==> config.mk <==
export PLATFORM = sky130hd
export DESIGN_NAME = approx_substring_edit_distance
export DESIGN_NICKNAME = d
export VERILOG_FILES = /design/src/rtl/ased_pkg.sv /design/src/rtl/approx_substring_edit_distance.sv /design/src/rtl/ased_cfg.sv /design/src/rtl/ased_cell.sv
export SDC_FILE = /design/constraint.sdc
export NUM_CORES = 2
export LEC_CHECK = 0
export BUFFER_PORTS_ARGS = -buffer_cell sky130_fd_sc_hd__buf_2
export CORE_ASPECT_RATIO = 0.7
export CORE_MARGIN = 1
export CORE_UTILIZATION = 45
export CTS_BUF_LIST = sky130_fd_sc_hd__clkbuf_8 sky130_fd_sc_hd__clkbuf_16
export DETAILED_ROUTE_END_ITERATION = 12
export PLACE_DENSITY_LB_ADDON = 0.2
export SYNTH_ARGS = -nofsm -noshare
export SYNTH_HDL_FRONTEND = slang
export SYNTH_SLANG_ARGS = --single-unit
==> constraint.sdc <==
create_clock -name clk -period 7.8 [get_ports clk]
set_input_delay 2.34 -clock clk [delete_from_list [all_inputs] [get_ports clk]]
set_output_delay 2.34 -clock clk [all_outputs]
set_load 0.01 [all_outputs]
==> src/rtl/ased_pkg.sv <==
`timescale 1ns / 1ps
`default_nettype none
// ----------------------------------------------------------------------------
// ased_pkg
// Shared types and constants of the approximate substring edit distance block.
// ----------------------------------------------------------------------------
package ased_pkg;

  localparam int DIST_W    = 6;
  localparam int PAT_WORDS = 4;
  localparam int PAT_BYTES = PAT_WORDS * 8;
  localparam int ADDR_W    = 6;
  localparam int DATA_W    = 64;

  typedef logic [DIST_W-1:0] dist_t;

  localparam dist_t DIST_MAX = dist_t'(63);

  typedef enum logic [2:0] {
    REG_PATTERN_LEN = 3'd0,
    REG_PATTERN_W0  = 3'd1,
    REG_PATTERN_W1  = 3'd2,
    REG_PATTERN_W2  = 3'd3,
    REG_PATTERN_W3  = 3'd4
  } reg_idx_t;

  typedef struct packed {
    logic       valid;
    logic [7:0] text_char;
    logic       last;
    dist_t      above;
    dist_t      diag;
  } link_t;

  typedef struct packed {
    logic advance;
    logic active;
  } cell_ctl_t;

endpackage
`default_nettype wire

==> src/rtl/approx_substring_edit_distance.sv <==
`timescale 1ns / 1ps
`default_nettype none
// ----------------------------------------------------------------------------
// approx_substring_edit_distance
// Streaming approximate substring matcher over a skewed row of pattern cells.
// ----------------------------------------------------------------------------
// Channel  Dir  Ports         Contents
// in_      in   tdata[7:0]    text_char;  tlast: text_last
// out_     out  tdata[15:0]   end_here_dist, best_dist; tlast: text_done
// cfg_     in   APB, 64 bit   pattern_len @0x00, pattern_word_0..3 @0x08..0x20
//
// One byte enters per cycle while the output is not stalled; a result passes
// through every cell of the row and then the output register.
// The whole row advances together; a stalled output holds every stage.
// Reset loads each cell with its row number plus one and the best with 63.
// ----------------------------------------------------------------------------
module approx_substring_edit_distance #(
  parameter int MAX_PATTERN = 32
) (
  input  wire logic        clk,
  input  wire logic        rst_n,
  input  wire logic        in_tvalid,
  output logic             in_tready,
  input  wire logic [7:0]  in_tdata,   // [7:0] text_char
  input  wire logic        in_tlast,
  output logic             out_tvalid,
  input  wire logic        out_tready,
  output logic [15:0]      out_tdata,  // [5:0] end_here_dist, [11:6] best_dist
  output logic             out_tlast,
  input  wire logic        cfg_psel,
  input  wire logic        cfg_penable,
  input  wire logic        cfg_pwrite,
  input  wire logic [5:0]  cfg_paddr,
  input  wire logic [63:0] cfg_pwdata,
  output logic [63:0]      cfg_prdata,
  output logic             cfg_pready
);

  localparam logic [6:0] MAX_LEN = 7'(MAX_PATTERN);

  logic [5:0]                         len_cfg;
  logic [ased_pkg::PAT_BYTES*8-1:0]   pat_bits;
  logic [6:0]                         eff_len;
  logic                               advance;
  ased_pkg::link_t                    links [MAX_PATTERN+1];
  ased_pkg::link_t                    tail;

  logic            out_valid_r;
  ased_pkg::dist_t out_end_r, out_best_r;
  logic            out_last_r;
  ased_pkg::dist_t best_r, best_nxt, best_min;

  assign cfg_pready = 1'b1;

  ased_cfg u_cfg (
    .clk          (clk),
    .rst_n        (rst_n),
    .psel         (cfg_psel),
    .penable      (cfg_penable),
    .pwrite       (cfg_pwrite),
    .paddr        (cfg_paddr),
    .pwdata       (cfg_pwdata),
    .prdata       (cfg_prdata),
    .pattern_len  (len_cfg),
    .pattern_bits (pat_bits)
  );

  always_comb begin
    priority if (len_cfg == 6'd0) begin
      eff_len = 7'd1;
    end else if ({1'b0, len_cfg} > MAX_LEN) begin
      eff_len = MAX_LEN;
    end else begin
      eff_len = {1'b0, len_cfg};
    end
  end

  assign advance   = !out_valid_r || out_tready;
  assign in_tready = advance;

  always_comb begin
    links[0].valid     = in_tvalid;
    links[0].text_char = in_tdata;
    links[0].last      = in_tlast;
    links[0].above     = '0;
    links[0].diag      = '0;
  end

  for (genvar g = 0; g < MAX_PATTERN; g++) begin : g_cell
    ased_pkg::cell_ctl_t ctl;
    logic [7:0]          pch;

    assign ctl.advance = advance;
    assign ctl.active  = 7'(g) < eff_len;

    if (g < ased_pkg::PAT_BYTES) begin : g_pat
      assign pch = pat_bits[8*g +: 8];
    end else begin : g_zero
      assign pch = 8'd0;
    end

    ased_cell #(.INDEX(g)) u_cell (
      .clk      (clk),
      .rst_n    (rst_n),
      .ctl      (ctl),
      .pat_char (pch),
      .link_in  (links[g]),
      .link_out (links[g+1])
    );
  end

  assign tail = links[MAX_PATTERN];

  always_comb begin
    best_min = (tail.above < best_r) ? tail.above : best_r;
    best_nxt = best_r;
    if (tail.valid) begin
      best_nxt = tail.last ? ased_pkg::DIST_MAX : best_min;
    end
  end

  always_ff @(posedge clk) begin
    if (!rst_n) begin
      out_valid_r <= 1'b0;
      best_r      <= ased_pkg::DIST_MAX;
    end else if (advance) begin
      out_valid_r <= tail.valid;
      best_r      <= best_nxt;
    end
  end

  always_ff @(posedge clk) begin
    if (advance && tail.valid) begin
      out_end_r  <= tail.above;
      out_best_r <= best_min;
      out_last_r <= tail.last;
    end
  end

  assign out_tvalid = out_valid_r;
  assign out_tdata  = {4'd0, out_best_r, out_end_r};
  assign out_tlast  = out_last_r;

  a_best_le_end: assert property (@(posedge clk) disable iff (!rst_n)
    out_tvalid |-> out_tdata[11:6] <= out_tdata[5:0])
    else $error("best distance above distance ending here");

  a_end_le_len: assert property (@(posedge clk) disable iff (!rst_n)
    out_tvalid |-> {1'b0, out_tdata[5:0]} <= eff_len)
    else $error("distance ending here above pattern length");

  a_best_clear: assert property (@(posedge clk) disable iff (!rst_n)
    (advance && tail.valid && tail.last) |=> best_r == ased_pkg::DIST_MAX)
    else $error("running best not cleared after last byte");

  a_reset_idle: assert property (@(posedge clk)
    $past(!rst_n) |-> !out_tvalid)
    else $error("output valid right after reset");

endmodule
`default_nettype wire

==> src/rtl/ased_cfg.sv <==
`timescale 1ns / 1ps
`default_nettype none
// ----------------------------------------------------------------------------
// ased_cfg
// Register file: pattern length and four words of pattern bytes.
// ----------------------------------------------------------------------------
module ased_cfg (
  input  wire logic                            clk,
  input  wire logic                            rst_n,
  input  wire logic                            psel,
  input  wire logic                            penable,
  input  wire logic                            pwrite,
  input  wire logic [ased_pkg::ADDR_W-1:0]     paddr,
  input  wire logic [ased_pkg::DATA_W-1:0]     pwdata,
  output logic      [ased_pkg::DATA_W-1:0]     prdata,
  output logic      [5:0]                      pattern_len,
  output logic      [ased_pkg::PAT_BYTES*8-1:0] pattern_bits
);

  logic [5:0]                    len_r;
  logic [ased_pkg::DATA_W-1:0]   word_r [ased_pkg::PAT_WORDS];
  logic                          wr_en;
  ased_pkg::reg_idx_t            idx;

  assign wr_en = psel && penable && pwrite;
  assign idx   = ased_pkg::reg_idx_t'(paddr[5:3]);

  always_ff @(posedge clk) begin
    if (!rst_n) begin
      len_r <= 6'd1;
      for (int k = 0; k < ased_pkg::PAT_WORDS; k++) begin
        word_r[k] <= '0;
      end
    end else if (wr_en) begin
      unique case (idx)
        ased_pkg::REG_PATTERN_LEN: len_r     <= pwdata[5:0];
        ased_pkg::REG_PATTERN_W0:  word_r[0] <= pwdata;
        ased_pkg::REG_PATTERN_W1:  word_r[1] <= pwdata;
        ased_pkg::REG_PATTERN_W2:  word_r[2] <= pwdata;
        ased_pkg::REG_PATTERN_W3:  word_r[3] <= pwdata;
        default: ;
      endcase
    end
  end

  always_comb begin
    unique case (idx)
      ased_pkg::REG_PATTERN_LEN: prdata = {58'd0, len_r};
      ased_pkg::REG_PATTERN_W0:  prdata = word_r[0];
      ased_pkg::REG_PATTERN_W1:  prdata = word_r[1];
      ased_pkg::REG_PATTERN_W2:  prdata = word_r[2];
      ased_pkg::REG_PATTERN_W3:  prdata = word_r[3];
      default:                   prdata = '0;
    endcase
  end

  assign pattern_len  = len_r;
  assign pattern_bits = {word_r[3], word_r[2], word_r[1], word_r[0]};

endmodule
`default_nettype wire

==> src/rtl/ased_cell.sv <==
`timescale 1ns / 1ps
`default_nettype none
// ----------------------------------------------------------------------------
// ased_cell
// One pattern row: holds its distance entry and passes the text byte on.
// ----------------------------------------------------------------------------
module ased_cell #(
  parameter int INDEX = 0
) (
  input  wire logic                clk,
  input  wire logic                rst_n,
  input  wire ased_pkg::cell_ctl_t ctl,
  input  wire logic [7:0]          pat_char,
  input  wire ased_pkg::link_t     link_in,
  output ased_pkg::link_t          link_out
);

  localparam int          RST_INT = (INDEX + 1 > 63) ? 63 : INDEX + 1;
  localparam ased_pkg::dist_t RST_VAL = ased_pkg::dist_t'(RST_INT);

  ased_pkg::dist_t d_r, d_nxt;
  ased_pkg::link_t link_r, link_nxt;
  logic [6:0]      up_c, above_c, diag_c, min_a, min_b;
  ased_pkg::dist_t best;

  always_comb begin
    up_c    = {1'b0, d_r} + 7'd1;
    above_c = {1'b0, link_in.above} + 7'd1;
    diag_c  = {1'b0, link_in.diag} + 7'((pat_char != link_in.text_char) ? 1 : 0);
    min_a   = (above_c < up_c) ? above_c : up_c;
    min_b   = (diag_c < min_a) ? diag_c : min_a;
    best    = (min_b > {1'b0, ased_pkg::DIST_MAX}) ? ased_pkg::DIST_MAX : min_b[5:0];
  end

  always_comb begin
    d_nxt    = d_r;
    link_nxt = link_in;
    if (ctl.active) begin
      link_nxt.above = best;
      link_nxt.diag  = d_r;
    end
    if (link_in.valid) begin
      priority if (link_in.last) begin
        d_nxt = RST_VAL;
      end else if (ctl.active) begin
        d_nxt = best;
      end
    end
  end

  always_ff @(posedge clk) begin
    if (!rst_n) begin
      d_r    <= RST_VAL;
      link_r <= '0;
    end else if (ctl.advance) begin
      d_r    <= d_nxt;
      link_r <= link_nxt;
    end
  end

  assign link_out = link_r;

endmodule
`default_nettype wire
==> flow_summary_export.csv <==
group,metric,value,unit
synthesis,synth_top_area_cell,"dfxtp_1",
synthesis,yosysSeqAreaShare,36.1,%
global_routing,grt_max_degree,215,
placed_design,place.gp.congestion,0.938,
routing,wire_per_inst,22.3,um
clocking,cts_tree,"yes",
critical_path,cp_data_required_time,5460,ps
clocking,clkSinkCount,1164,
sta,fin_crit,6700,ps
global_routing,antenna_found_initial,20,
sta,worstMarginPinSlew,1180,ps
sta,rsz0062_at_grt,"no",
clocking,cts_max_level,3,
critical_path,cp-start-kind,"input pin",
clocking,cts-hold-fix-buffers,0,
sta,fin_setup_tns,0,ps
final_layout,fin_nets,9073,
global_routing,grt_pass1_vias,60500,
placed_design,hpwl,175000,um
routing,dr.pass1.iters,6,
job,maxCapViolCount,0,
critical_path,path_max_fanout,24,
floorplan,core,158000,sq um
synthesis,synth_flop_cell,"dfxtp_1",
sta,finClkSkew,64.4,ps
critical_path,critPathCaptureType,"primary output",
critical_path,arrival,4360,ps
final_layout,layout_commonest_cell,"nand2_1",
floorplan,die_y,337,um
synthesis,synthTopCellsByArea,"dfxtp_1 25%, edfxtp_1 11%, ha_1 7.5%",
synthesis,synth_seq_cells,1164,
floorplan,die_area,162000,sq um
routing,antenna_left,0,
synthesis,synth_edf_count,269,
synthesis,syn_inst,8644,
critical_path,rr_worst_depth,14,
synthesis,syn_area_per_cell,8.33,sq um
floorplan,floorplan.initialDensity,45.4,%
critical_path,critPathKind,"in2out",
synthesis,syn_area,72000,sq um
sta,relSlewSlack,21.3,%
pwr,power.share.switching,25.6,%
pwr,combPwrFrac,7.6,%
critical_path,rrSetupSlack,2230,ps
placed_design,io_buffers,161,
final_layout,nFillCells,15100,
synthesis,yosysTopAreaCellShare,24.9,%
sta,finalCritPeriodShare,85.9,%
routing,vias,65600,
pwr,power_switching,0.00353,W
sta,setup_viol,0,
final_layout,mostFrequentLayoutCells,"1405 x nand2_1, 895 x dfxtp_1, 643 x a21oi_1",
global_routing,track_usage,28.9,%
routing,wl,240000,um
global_routing,grt_pass1_wl,367000,um
routing,drc,0,
final_layout,drive_gt1_share,7.59,%
synthesis,yosysWarnings,0,
synthesis,synth_cell_types,105,
clocking,clock_latency,800,ps
clocking,path_clk_slew,70,ps
clocking,cts.repair.resized,0,
sta,drv_slew,0,
sta,fin_ws,1100,ps
sta,hold_viol,0,
min_path,hold_path_class,"reg2reg",
routing,avgViaCountPerCell,6.08,
clocking,cts_buffer_depth,3,
synthesis,postSynth.asyncResetShare,0,%
sta,max_freq,0.149,GHz
critical_path,reg2reg_from,"g_cell[12].u_cell.link_out[6]",
pwr,p_clk_share,45.7,%
critical_path,r2r_end,"g_cell[13].u_cell.d_r[4]",
pwr,power_density,175,nW/um^2
pwr,ir_drop,0.219,mV
routing,dr.first_iter.drc_count,7198,
run_status,status,"finished, final reports clean",
pwr,internal_power,0.0103,W
pwr,pwr-share-seq,46.7,%
critical_path,endpoint,"cfg_prdata[31]",
clocking,root_buffer,"clkbuf_16",
floorplan,ios,170,
placed_design,place_ws,1160,ps
clocking,numCtsBuffers,121,
floorplan,num_rows,122,
clocking,post_cts_buffers,0,
pwr,p_leak,33.1,nW
critical_path,startpoint,"cfg_paddr[4]",
global_routing,grt_overflow,0,
pwr,power,0.0138,W
final_layout,areaGrowthSynthToFinish,9.70,%
floorplan,fp.dieW,480,um
-- routing by layer --
metal | global-route usage [%] | wire (um) | share of wire [%] | vias to the layer above
li1 | - | - | - | 31000
met1 | 43.6 | 115000 | 48 | 31700
met2 | 42.1 | 99800 | 42 | 2561
met3 | 4.62 | 19800 | 8.3 | 316
met4 | 7.26 | 5720 | 2.4 | 8
met5 | 0 | 47 | 0.020 | -
-- cells in the mapped netlist, types with 30 or more instances --
master       n
nand2b_1    73
ha_1       429
nor3_1      86
dfxtp_1    895
and2_1     316
a21oi_1    643
inv_1      247
a32oi_1     37
a211oi_1    59
o221ai_1    32
or2_2       37
edfxtp_1   269
a21o_1     107
mux2_2      70
or3_1       45
o22ai_1     57
nand2_1   1406
clkbuf_1   419
nor4_1      99
and3_1     157
nor2_1     505
o31ai_1     58
o211ai_1    87
mux2i_1    196
a311oi_1   147
xnor2_1    173
xor2_1     460
a31oi_1     97
nand3_1    430
o21ai_0    367
a22oi_1    140
nand4_1     30
-- power groups by stage --
| stage | clock (W) | combinational [W] | sequential [W] |
|---|---|---|---|
| floorplan | 0 | 0.000725 | 0.00650 |
| global placement | 0 | 0.00102 | 0.00658 |
| detailed placement | 0 | 0.00103 | 0.00658 |
| CTS | 0.00640 | 0.00104 | 0.00644 |
| global route | 0.00664 | 0.00114 | 0.00646 |
| finish | 0.00632 | 0.00105 | 0.00645 |
-- worst min-delay path by stage --
stage / startpoint / end / slack, ps / cells after the start
final: g_cell[31].u_cell.link_out[12] / out_tlast / 450 / 0
after global routing: g_cell[31].u_cell.link_out[12] / out_tlast / 470 / 0
after CTS: g_cell[31].u_cell.link_out[12] / out_tlast / 450 / 0
after detailed placement: g_cell[31].u_cell.link_out[12] / out_tlast / 440 / 0
after global placement: g_cell[31].u_cell.link_out[12] / out_tlast / 430 / 0
after floorplan: g_cell[31].u_cell.link_out[12] / out_tlast / 420 / 0
-- registers in the layout (all words and copies together) (netlist names) --
signal,count
g_cell.u_cell.link_out,690
u_cfg.word_r,256
g_cell.u_cell.d_r,192
best_r,6
out_best_r,6
out_end_r,6
u_cfg.pattern_len,6
out_tlast,1
out_tvalid,1
-- worst max-delay path, stage by stage --
cell	delay, ps
buf_2	210
nor2_1	460
and2_2	600
buf_12	280
a22oi_1	120
nand2_1	150
buf_2	160
-- stage by stage --
step / util, % / hold WS (ps) / instance area, sq um / instances
2_1_floorplan: - / 421 / 72000 / 8647
3_3_place_gp: 47.1 / 432 / 74600 / 10500
3_5_place_dp: 47.1 / 440 / 74600 / 10500
4_1_cts: 49.8 / 450 / 79000 / 10800
5_1_grt: 49.9 / 472 / 79000 / 10800
6_report: 49.9 / 446 / 79000 / 10800
-- logic make-up (layout without fill, tap and decap cells) --
group	Yosys count	count (layout)	synth area share (%)
multiplexers	267	267	3.83
AND/OR/NAND/NOR	3303	3303	21.4
XOR/XNOR	633	633	7.70
other	2	10	0.0104
buffers and inverters	701	719	3.70
adder cells (fa/ha/maj)	430	430	7.47
AO/OA/AOI/OAI	2144	2144	19.8
flip-flops	1164	1164	36.1
-- layout make-up --
| cell class | instances | area, sq um | area share, % |
|---|---|---|---|
| Antenna cell | 5 | 12.5 | 0.0158 |
| Clock buffer | 151 | 3510 | 4.44 |
| Clock inverter | 79 | 850 | 1.08 |
| Inverter | 248 | 946 | 1.20 |
| Multi-Input combinational cell | 6782 | 43500 | 55.1 |
| Sequential cell | 1164 | 26000 | 32.9 |
| Tap cell | 2108 | 2640 | 3.34 |
| Timing Repair Buffer | 241 | 1550 | 1.97 |
(Power assumes the default switching activity.)
